File: src/ufr_pkg.sv
// Shared types, constants and status codes for the UDP frame fragment reassembler.
// Used by every module of the block but ufr_ram; depends on nothing.
`timescale 1ns / 1ps
`default_nettype none

package ufr_pkg;

  localparam int MAX_PACKETS  = 1024;
  localparam int HEADER_BYTES = 16;

  localparam int ROW_BITS = 32;
  localparam int BIT_AW   = $clog2(ROW_BITS);
  localparam int MAP_ROWS = (MAX_PACKETS + ROW_BITS - 1) / ROW_BITS;
  localparam int ROW_AW   = (MAP_ROWS > 1) ? $clog2(MAP_ROWS) : 1;

  localparam logic [16:0] HEADER_LEN = 17'(HEADER_BYTES);
  localparam logic [15:0] MAX_PKT    = 16'(MAX_PACKETS);
  localparam logic [31:0] FRAME_CAP  = 32'd16777216;

  localparam int CFG_IDX_W  = 2;
  localparam int CFG_DATA_W = 32;

  localparam logic [CFG_IDX_W-1:0] CFG_EXPECTED_SENDER = 2'd0;
  localparam logic [CFG_IDX_W-1:0] CFG_PAYLOAD_LIMIT   = 2'd1;
  localparam logic [CFG_IDX_W-1:0] CFG_MAX_FRAME_BYTES = 2'd2;

  localparam logic [15:0] PAYLOAD_LIMIT_RST   = 16'd1400;
  localparam logic [24:0] MAX_FRAME_BYTES_RST = 25'd1048576;

  typedef enum logic [3:0] {
    ST_ACCEPTED        = 4'd0,
    ST_WRONG_SENDER    = 4'd1,
    ST_SHORT           = 4'd2,
    ST_BAD_FRAME_SIZE  = 4'd3,
    ST_ZERO_COUNT      = 4'd4,
    ST_INDEX_RANGE     = 4'd5,
    ST_BAD_PAYLOAD     = 4'd6,
    ST_LENGTH_MISMATCH = 4'd7,
    ST_COUNT_MISMATCH  = 4'd8,
    ST_OVERRUN         = 4'd9,
    ST_DUPLICATE       = 4'd10,
    ST_TOO_MANY        = 4'd11
  } status_t;

  typedef struct packed {
    logic [31:0] sender_address;
    logic [15:0] datagram_length;
    logic [31:0] frame_id;
    logic [31:0] frame_size;
    logic [15:0] packet_count;
    logic [15:0] packet_index;
    logic [15:0] payload_size;
  } item_t;

  typedef struct packed {
    status_t     status;
    logic [23:0] write_offset;
    logic [15:0] write_length;
    logic        frame_complete;
    logic [24:0] frame_length;
  } result_t;

  typedef struct packed {
    logic [31:0] expected_sender;
    logic [15:0] payload_limit;
    logic [24:0] max_frame_bytes;
  } cfg_t;

  typedef struct packed {
    logic                en;
    logic                clear;
    logic [ROW_AW-1:0]   row;
    logic [ROW_BITS-1:0] data;
  } map_upd_t;

endpackage

`default_nettype wire

File: src/ufr_ram.sv
// Generic single-write, single-read RAM with a registered read port.
// Stand-alone; no package dependency.
`timescale 1ns / 1ps
`default_nettype none

module ufr_ram #(
  parameter int WIDTH = 32,
  parameter int DEPTH = 32
) (
  input  wire logic                                 clk,
  input  wire logic                                 wr_en,
  input  wire logic [((DEPTH > 1) ? $clog2(DEPTH) : 1)-1:0] wr_addr,
  input  wire logic [WIDTH-1:0]                     wr_data,
  input  wire logic                                 rd_en,
  input  wire logic [((DEPTH > 1) ? $clog2(DEPTH) : 1)-1:0] rd_addr,
  output logic      [WIDTH-1:0]                     rd_data
);

  logic [WIDTH-1:0] mem [DEPTH];

  always_ff @(posedge clk) begin
    if (wr_en) begin
      mem[wr_addr] <= wr_data;
    end
    if (rd_en) begin
      rd_data <= mem[rd_addr];
    end
  end

endmodule

`default_nettype wire

File: src/ufr_bitmap.sv
// Received-packet bitmap: rows of packet bits in a RAM, a valid bit per row for
// instant clearing, and a bypass for a row written at the read edge. Uses ufr_pkg, ufr_ram.
`timescale 1ns / 1ps
`default_nettype none

module ufr_bitmap
  import ufr_pkg::*;
(
  input  wire logic                clk,
  input  wire logic                rst_n,
  input  wire logic                rd_en,
  input  wire logic [ROW_AW-1:0]   rd_row,
  input  wire map_upd_t            upd,
  output logic      [ROW_BITS-1:0] row_bits
);

  logic [ROW_BITS-1:0] ram_q;
  logic [MAP_ROWS-1:0] row_valid_r;
  logic [MAP_ROWS-1:0] row_valid_nxt;
  logic [ROW_AW-1:0]   row_r;
  logic                fwd_hit_r;
  logic [ROW_BITS-1:0] fwd_data_r;

  ufr_ram #(
    .WIDTH (ROW_BITS),
    .DEPTH (MAP_ROWS)
  ) u_ram (
    .clk     (clk),
    .wr_en   (upd.en),
    .wr_addr (upd.row),
    .wr_data (upd.data),
    .rd_en   (rd_en),
    .rd_addr (rd_row),
    .rd_data (ram_q)
  );

  always_comb begin
    row_valid_nxt = row_valid_r;
    if (upd.clear) begin
      row_valid_nxt = '0;
    end
    if (upd.en) begin
      row_valid_nxt[upd.row] = 1'b1;
    end
  end

  always_ff @(posedge clk) begin
    if (!rst_n) begin
      row_valid_r <= '0;
    end else begin
      row_valid_r <= row_valid_nxt;
    end
  end

  always_ff @(posedge clk) begin
    if (rd_en) begin
      row_r      <= rd_row;
      fwd_hit_r  <= upd.en && (upd.row == rd_row);
      fwd_data_r <= upd.data;
    end
  end

  assign row_bits = row_valid_r[row_r] ? (fwd_hit_r ? fwd_data_r : ram_q) : '0;

endmodule

`default_nettype wire

File: src/ufr_tracker.sv
// Header checks, frame tracking state and result formation for one registered word.
// Uses ufr_pkg; reads the bitmap row prepared by ufr_bitmap.
`timescale 1ns / 1ps
`default_nettype none

module ufr_tracker
  import ufr_pkg::*;
(
  input  wire logic                clk,
  input  wire logic                rst_n,
  input  wire item_t               item,
  input  wire cfg_t                cfg,
  input  wire logic                fire,
  input  wire logic [ROW_BITS-1:0] row_bits,
  output result_t                  result,
  output map_upd_t                 upd
);

  logic        frame_active_r, frame_active_nxt;
  logic [31:0] current_frame_r, current_frame_nxt;
  logic [15:0] expected_r, expected_nxt;
  logic [15:0] received_r, received_nxt;
  logic [24:0] frame_bytes_r, frame_bytes_nxt;

  logic [16:0]         len_sum;
  logic                size_bad;
  logic                pre_ok;
  status_t             pre_status;
  status_t             status;
  logic                restart;
  logic [15:0]         exp_eff;
  logic [15:0]         recv_eff;
  logic [15:0]         recv_inc;
  logic [24:0]         bytes_eff;
  logic [ROW_BITS-1:0] bits_eff;
  logic [31:0]         offset;
  logic [32:0]         end_pos;
  logic                overrun;
  logic                dup;
  logic                accept;
  logic                complete;

  always_comb begin
    len_sum  = {1'b0, item.payload_size} + HEADER_LEN;
    size_bad = (item.frame_size == 32'd0) ||
               (item.frame_size > {7'd0, cfg.max_frame_bytes}) ||
               (item.frame_size > FRAME_CAP);
    pre_ok     = 1'b0;
    pre_status = ST_ACCEPTED;
    priority if (item.sender_address != cfg.expected_sender) begin
      pre_status = ST_WRONG_SENDER;
    end else if ({1'b0, item.datagram_length} < HEADER_LEN) begin
      pre_status = ST_SHORT;
    end else if (size_bad) begin
      pre_status = ST_BAD_FRAME_SIZE;
    end else if (item.packet_count == 16'd0) begin
      pre_status = ST_ZERO_COUNT;
    end else if (item.packet_index >= item.packet_count) begin
      pre_status = ST_INDEX_RANGE;
    end else if ((item.payload_size == 16'd0) ||
                 (item.payload_size > cfg.payload_limit)) begin
      pre_status = ST_BAD_PAYLOAD;
    end else if ({1'b0, item.datagram_length} != len_sum) begin
      pre_status = ST_LENGTH_MISMATCH;
    end else if (item.packet_count > MAX_PKT) begin
      pre_status = ST_TOO_MANY;
    end else begin
      pre_ok = 1'b1;
    end

    restart   = pre_ok && (!frame_active_r || (item.frame_id != current_frame_r));
    exp_eff   = restart ? item.packet_count : expected_r;
    recv_eff  = restart ? 16'd0 : received_r;
    bytes_eff = restart ? item.frame_size[24:0] : frame_bytes_r;
    bits_eff  = restart ? '0 : row_bits;

    offset   = 32'(item.packet_index) * 32'(cfg.payload_limit);
    end_pos  = {1'b0, offset} + 33'(item.payload_size);
    overrun  = end_pos > 33'(bytes_eff);
    dup      = bits_eff[item.packet_index[BIT_AW-1:0]];
    recv_inc = recv_eff + 16'd1;
    complete = (recv_inc == exp_eff);

    accept = 1'b0;
    priority if (!pre_ok) begin
      status = pre_status;
    end else if (item.packet_count != exp_eff) begin
      status = ST_COUNT_MISMATCH;
    end else if (overrun) begin
      status = ST_OVERRUN;
    end else if (dup) begin
      status = ST_DUPLICATE;
    end else begin
      status = ST_ACCEPTED;
      accept = 1'b1;
    end

    frame_active_nxt  = frame_active_r;
    current_frame_nxt = current_frame_r;
    expected_nxt      = expected_r;
    received_nxt      = received_r;
    frame_bytes_nxt   = frame_bytes_r;
    if (restart) begin
      frame_active_nxt  = 1'b1;
      current_frame_nxt = item.frame_id;
      expected_nxt      = item.packet_count;
      received_nxt      = 16'd0;
      frame_bytes_nxt   = item.frame_size[24:0];
    end
    if (accept) begin
      received_nxt = recv_inc;
      if (complete) begin
        frame_active_nxt = 1'b0;
      end
    end
  end

  always_ff @(posedge clk) begin
    if (!rst_n) begin
      frame_active_r  <= 1'b0;
      current_frame_r <= '0;
      expected_r      <= '0;
      received_r      <= '0;
      frame_bytes_r   <= '0;
    end else if (fire) begin
      frame_active_r  <= frame_active_nxt;
      current_frame_r <= current_frame_nxt;
      expected_r      <= expected_nxt;
      received_r      <= received_nxt;
      frame_bytes_r   <= frame_bytes_nxt;
    end
  end

  always_comb begin
    upd.en    = fire && accept;
    upd.clear = fire && restart;
    upd.row   = item.packet_index[BIT_AW +: ROW_AW];
    upd.data  = bits_eff | (ROW_BITS'(1) << item.packet_index[BIT_AW-1:0]);

    result.status         = status;
    result.write_offset   = accept ? offset[23:0] : 24'd0;
    result.write_length   = accept ? item.payload_size : 16'd0;
    result.frame_complete = accept && complete;
    result.frame_length   = frame_bytes_nxt;
  end

endmodule

`default_nettype wire

File: src/udp_frame_fragment_reassembler.sv
// Top level of the UDP frame fragment reassembler: input register, result register,
// configuration registers. Uses ufr_pkg, ufr_tracker and ufr_bitmap.
//
// Each input word is the descriptor of one received datagram: sender, length and
// the header fields of the frame fragment. Each result word gives a status code
// and, for an accepted packet, the byte offset and length that an external mover
// uses to copy the payload into the frame store, plus a frame-complete flag.
// Both channels use valid and stall; a word moves when valid is high and stall
// is low. Configuration registers are written through the cfg port, which is
// always ready, and should only be written while no word is in flight.
// A word accepted into the input register is checked from there, and its result is loaded
// into the output register when the output register is free to take it.
// Throughput is one word per cycle while the receiver does not stall; the received-packet
// bitmap is one RAM row read at acceptance and written back when its result is loaded, with a bypass.
// When the receiver stalls, the result register holds and the input register
// keeps accepting until it is also full, then in_stall rises.
// Reset clears both valid flags, frame tracking and the bitmap row valid bits,
// and restores the configuration registers to their defaults.
`timescale 1ns / 1ps
`default_nettype none

module udp_frame_fragment_reassembler
  import ufr_pkg::*;
(
  input  wire logic                  clk,
  input  wire logic                  rst_n,

  input  wire logic                  in_valid,
  output logic                       in_stall,
  input  wire logic [31:0]           in_sender_address,
  input  wire logic [15:0]           in_datagram_length,
  input  wire logic [31:0]           in_frame_id,
  input  wire logic [31:0]           in_frame_size,
  input  wire logic [15:0]           in_packet_count,
  input  wire logic [15:0]           in_packet_index,
  input  wire logic [15:0]           in_payload_size,

  output logic                       out_valid,
  input  wire logic                  out_stall,
  output logic [3:0]                 out_status,
  output logic [23:0]                out_write_offset,
  output logic [15:0]                out_write_length,
  output logic                       out_frame_complete,
  output logic [24:0]                out_frame_length,

  input  wire logic                  cfg_valid,
  output logic                       cfg_ready,
  input  wire logic [CFG_IDX_W-1:0]  cfg_index,
  input  wire logic [CFG_DATA_W-1:0] cfg_data
);

  logic    s1_valid_r, s1_valid_nxt;
  item_t   s1_item_r;
  logic    out_valid_r, out_valid_nxt;
  result_t out_res_r;
  cfg_t    cfg_r, cfg_nxt;

  logic                out_free;
  logic                s1_fire;
  logic                in_accept;
  item_t               in_item;
  result_t             res;
  map_upd_t            upd;
  logic [ROW_BITS-1:0] row_bits;

  assign in_item = '{
    sender_address:  in_sender_address,
    datagram_length: in_datagram_length,
    frame_id:        in_frame_id,
    frame_size:      in_frame_size,
    packet_count:    in_packet_count,
    packet_index:    in_packet_index,
    payload_size:    in_payload_size
  };

  assign out_free  = !out_valid_r || !out_stall;
  assign s1_fire   = s1_valid_r && out_free;
  assign in_stall  = s1_valid_r && !out_free;
  assign in_accept = in_valid && !in_stall;
  assign cfg_ready = 1'b1;

  always_comb begin
    s1_valid_nxt = s1_valid_r;
    if (in_accept) begin
      s1_valid_nxt = 1'b1;
    end else if (s1_fire) begin
      s1_valid_nxt = 1'b0;
    end

    out_valid_nxt = out_valid_r;
    if (s1_fire) begin
      out_valid_nxt = 1'b1;
    end else if (out_free) begin
      out_valid_nxt = 1'b0;
    end

    cfg_nxt = cfg_r;
    if (cfg_valid && cfg_ready) begin
      unique case (cfg_index)
        CFG_EXPECTED_SENDER: cfg_nxt.expected_sender = cfg_data[31:0];
        CFG_PAYLOAD_LIMIT:   cfg_nxt.payload_limit   = cfg_data[15:0];
        CFG_MAX_FRAME_BYTES: cfg_nxt.max_frame_bytes = cfg_data[24:0];
        default:             cfg_nxt = cfg_r;
      endcase
    end
  end

  always_ff @(posedge clk) begin
    if (!rst_n) begin
      s1_valid_r  <= 1'b0;
      out_valid_r <= 1'b0;
      cfg_r       <= '{expected_sender: 32'd0,
                       payload_limit:   PAYLOAD_LIMIT_RST,
                       max_frame_bytes: MAX_FRAME_BYTES_RST};
    end else begin
      s1_valid_r  <= s1_valid_nxt;
      out_valid_r <= out_valid_nxt;
      cfg_r       <= cfg_nxt;
    end
  end

  always_ff @(posedge clk) begin
    if (in_accept) begin
      s1_item_r <= in_item;
    end
    if (s1_fire) begin
      out_res_r <= res;
    end
  end

  ufr_bitmap u_bitmap (
    .clk      (clk),
    .rst_n    (rst_n),
    .rd_en    (in_accept),
    .rd_row   (in_packet_index[BIT_AW +: ROW_AW]),
    .upd      (upd),
    .row_bits (row_bits)
  );

  ufr_tracker u_tracker (
    .clk      (clk),
    .rst_n    (rst_n),
    .item     (s1_item_r),
    .cfg      (cfg_r),
    .fire     (s1_fire),
    .row_bits (row_bits),
    .result   (res),
    .upd      (upd)
  );

  assign out_valid          = out_valid_r;
  assign out_status         = out_res_r.status;
  assign out_write_offset   = out_res_r.write_offset;
  assign out_write_length   = out_res_r.write_length;
  assign out_frame_complete = out_res_r.frame_complete;
  assign out_frame_length   = out_res_r.frame_length;

endmodule

`default_nettype wire

File: config.mk
export PLATFORM = sky130hd
export DESIGN_NAME = udp_frame_fragment_reassembler
export DESIGN_NICKNAME = d
export VERILOG_FILES = /design/src/ufr_pkg.sv /design/src/ufr_ram.sv /design/src/ufr_bitmap.sv /design/src/ufr_tracker.sv /design/src/udp_frame_fragment_reassembler.sv
export SDC_FILE = /design/constraint.sdc
export NUM_CORES = 2
export LEC_CHECK = 0
export ABC_AREA = 1
export BUFFER_PORTS_ARGS = -buffer_cell sky130_fd_sc_hd__clkbuf_2
export CAP_MARGIN = 20
export CORE_ASPECT_RATIO = 1.25
export CORE_UTILIZATION = 57
export CTS_CLUSTER_DIAMETER = 60
export CTS_CLUSTER_SIZE = 40
export DETAILED_ROUTE_END_ITERATION = 10
export GPL_TIMING_DRIVEN = 0
export PLACE_DENSITY = 0.76
export REMOVE_ABC_BUFFERS = 1
export SKIP_LAST_GASP = 1
export SYNTH_ARGS = -nofsm -noshare
export SYNTH_HDL_FRONTEND = slang
export SYNTH_HIERARCHICAL = 1
export SYNTH_SLANG_ARGS = --single-unit
File: constraint.sdc
create_clock -name clk -period 26.9 [get_ports clk]
set_clock_uncertainty 0.2 [all_clocks]
set_input_delay 4.035 -clock clk [delete_from_list [all_inputs] [get_ports clk]]
set_output_delay 4.035 -clock clk [all_outputs]
set_load 0.03 [all_outputs]
==> impl_metrics.yaml <==
grt:
  groute.layer.met3.usage: 0.0470
  grtUsageMet2: 0.498
  pin_count_of_the_biggest_net_entering_global_routing: 223
  first_global_vias: 55252
  grt.total_usage: 0.297
  grt_overflow_total: 0
  grt.busiest_layer: "met2"
  gr-usage-met1: 0.358
  grt_first_pass_wirelength_um: 308000
  number_of_antenna_violations_at_the_first_check_in_global_routing: 4
critical_path:
  setup.reg_to_reg.worst_slack_ns: 12.13
  critical_path.slowest_cell: "edfxtp_1"
  worst_setup_path_end_kind: "flop"
  worst_path_largest_cell_delay_ns: 1.07
  setup.worst_path.class: "reg2reg"
  worstRegToRegCells: 43
  r2r_start: "s1_item_r[26]"
  timing.rr.end: "u_bitmap/u_ram/mem[6][13]"
  arrival_ns: 15.01
  worst-path-max-fanout: 42
  critical_path.startpoint_type: "flop"
  cp.required_ns: 27.14
die:
  num_io_pins: 272
  die-area_um2: 136000
  die_y_um: 412
  die_width_um: 330
  rows: 150
  initial_utilization: 0.574
  core_area_um2: 134000
synthesis:
  synthesis.area_per_instance_um2: 9.76
  synth.cells.most_frequent: "2477 x nand2_1, 1324 x edfxtp_1, 1037 x nand3_1, 826 x inv_1, 382 x nor2_1"
  synth.ff_latch_count: 1521
  synth.yosys.seq_area_share: 0.570
  synth_area_um2: 76600
  synth-main-ff-cell: "edfxtp_1"
  yosys_warnings: 6
  netlist_top_cells_area: "edfxtp_1 52%, nand2_1 12%, nand3_1 6.8%"
  synthMostInstantiatedCell: "nand2_1"
  synth_area_leader_cell: "edfxtp_1"
  fraction_of_synthesized_cell_area_taken_by_the_top_area_cell_type: 0.519
  synth.lib_cells_used.distinct: 61
  synth_enable_flop_cells: 1324
  synth-async-reset-ratio: 0
  postSynthCellCount: 7849
layout:
  layout.cell_area.non_filler_um2: 84100
  num-nets-final: 8541
  flow.area_growth_from_synthesis_pct: 9.72
  drive_above_1_share: 0.0859
  final_cell_count_no_fill: 9773
  fin_util: 0.629
route:
  drcViolationCount: 0
  via_density_per_instance: 5.82
  route.detailed.wl_per_inst_um: 21.0
  route.final.wire_length_um: 205000
  detail-route-antenna-nets: 0
  drtIter0Drc: 6352
  num_vias: 56867
  drt_first_pass_iters: 6
placed_design:
  detailed_place.area_um2: 80300
  post-place-cells: 9578
  numPortBuffers: 270
  place_congestion: 0.974
  place.detailed.hpwl_um: 133000
timing:
  final.min_clock_period_ns: 14.77
  worst_pin_slew_ns: 1.17
  setup_tns_ns: 0
  setup_violations: 0
  final_worst_path_cycle_share: 0.549
  report.final.hold_viol_count: 0
  slew_viol_final: 0
  max_slew_headroom: 0.215
  max_clock_freq_mhz: 67.7
  grt_setup_unrepaired: "false"
clocking:
  cts.hold.buffers_added: 0
  clk_transition_reported_paths_ns: 0.08
  tritoncts: "yes"
  clkSinkCount: 1521
  insertion_delay_ns: 0.76
  post-cts-setup-buffer-count: 0
  max_buffers_root_to_sink: 3
  cts_htree_levels: 3
  cts-root-buf: "clkbuf_16"
  cts.repair.resized: 0
  cts_bufs_inserted: 100
power_and_ir_drop:
  p_total_mw: 7.96
  worst_ir_drop_vdd_uv: 195
  power_leakage_nw: 35.3
  power_per_cell_area_nw_per_um2: 94.7
flow_run:
  maxCapViolations: 0
min_path:
  hp-start: "u_tracker/expected_r[12]"
  hp_class: "reg2reg"
  holdPathStages: 2
  whs_endpoint: "u_tracker/expected_r[12]"
outcome:
  run_status: "completed"
-- routing by layer --
| layer | up-vias | wire length, µm |
|---|---|---|
| met3 | 695 | 16900 |
| met1 | 27157 | 74900 |
| met4 | 6 | 13700 |
| li1 | 26137 | - |
| met2 | 2872 | 99600 |
| met5 | - | 27 |
-- cells by family after synthesis --
logic type,share of synthesized area
buffers and inverters,0.0726
DFF,0.570
muxes,0.00418
AOI/OAI and AO/OA,0.0336
other,0.0000489
adders and majority gates,0.0847
xor gates and xnor gates,0.0106
and+or+nand+nor,0.224
-- critical path, delay by kind of cell, from the launching register on --
family | cells | cell delay (ns)
buffers and inverters | 8 | 1.23
DFF | 1 | 1.07
and+or+nand+nor | 20 | 6.07
xor gates and xnor gates | 2 | 0.58
AOI/OAI and AO/OA | 4 | 1.13
adders and majority gates | 9 | 4.10
-- state kept, by name, summed over array words and instances (netlist names) --
| signal | count |
|---|---|
| out_write_length | 16 |
| u_bitmap/fwd_hit_r | 1 |
| u_tracker/frame_active_r | 1 |
| u_bitmap/row_r | 5 |
| u_tracker/frame_bytes_r | 25 |
| out_write_offset | 24 |
| out_frame_length | 25 |
| u_bitmap/u_ram/mem | 1024 |
| u_tracker/expected_r | 16 |
| u_bitmap/fwd_data_r | 32 |
| out_valid | 1 |
| u_tracker/received_r | 16 |
| s1_valid_r | 1 |
| cfg_r | 73 |
| u_tracker/current_frame_r | 32 |
| out_frame_complete | 1 |
| s1_item_r | 160 |
| u_bitmap/u_ram/rd_data | 32 |
| u_bitmap/row_valid_r | 32 |
| out_status | 4 |
-- power by group --
group / switching [mW] / internal, mW / total, mW
Sequential: 0.0415 / 2.62 / 2.66
Clock: 0.913 / 0.802 / 1.71
Combinational: 2.39 / 1.20 / 3.59
Total: 3.34 / 4.62 / 7.96
-- area by class of cell --
type / count / area (µm²)
clock inverter: 84 / 1090
multi-input combinational: 5092 / 27800
inverter: 838 / 3190
timing repair buffer: 387 / 3620
antenna: 1 / 2.50
sequential: 1521 / 43700
fill: 10421 / 49500
tap: 1748 / 2190
clock buffer: 102 / 2530
-- stage by stage --
| stage | hold WS, ns | setup WS, ns |
|---|---|---|
| floorplan | 0.219 | 13.28 |
| global placement | 0.227 | 6.01 |
| detailed placement | 0.233 | 12.38 |
| CTS | 0.247 | 12.32 |
| global route | 0.271 | 11.58 |
| finish | 0.250 | 12.13 |
-- layout by cell type (no fill, tap or decap), types with 7 or more instances in the layout --
| cell type | n |
|---|---|
| a21oi_1 | 232 |
| a22oi_1 | 18 |
| buf_12 | 34 |
| buf_16 | 33 |
| buf_4 | 12 |
| buf_8 | 36 |
| clkbuf_16 | 101 |
| clkbuf_2 | 264 |
| clkinv_1 | 9 |
| clkinv_8 | 7 |
| dfxtp_1 | 197 |
| edfxtp_1 | 1324 |
| fa_1 | 195 |
| ha_1 | 207 |
| inv_1 | 824 |
| inv_12 | 10 |
| inv_16 | 9 |
| inv_6 | 24 |
| inv_8 | 15 |
| mux2i_1 | 32 |
| nand2_1 | 2477 |
| nand3_1 | 1037 |
| nand3_2 | 13 |
| nand3b_1 | 9 |
| nand4_1 | 71 |
| nor2_1 | 349 |
| nor2_2 | 22 |
| nor2_4 | 36 |
| nor3_1 | 33 |
| nor4_1 | 22 |
| o21ai_0 | 130 |
| o21ai_1 | 25 |
| o21ai_2 | 32 |
| xnor2_1 | 39 |
| xor2_1 | 47 |
-- worst max path at each step --
stage	from	end	slack (ns)	cells past startpoint
final	s1_item_r[26]	u_bitmap/u_ram/mem[6][13]	12.13	43
after global routing	s1_item_r[26]	u_bitmap/u_ram/mem[6][29]	11.58	45
after CTS	s1_item_r[26]	u_bitmap/u_ram/mem[6][13]	12.32	43
after detailed placement	s1_item_r[26]	u_bitmap/u_ram/mem[6][7]	12.38	43
after global placement	in_packet_index[5]	u_bitmap/u_ram/rd_data[1]	6.01	10
after floorplan	out_stall	u_bitmap/u_ram/mem[31][0]	13.28	7
Note: power is estimated with default switching activity, not from simulation.
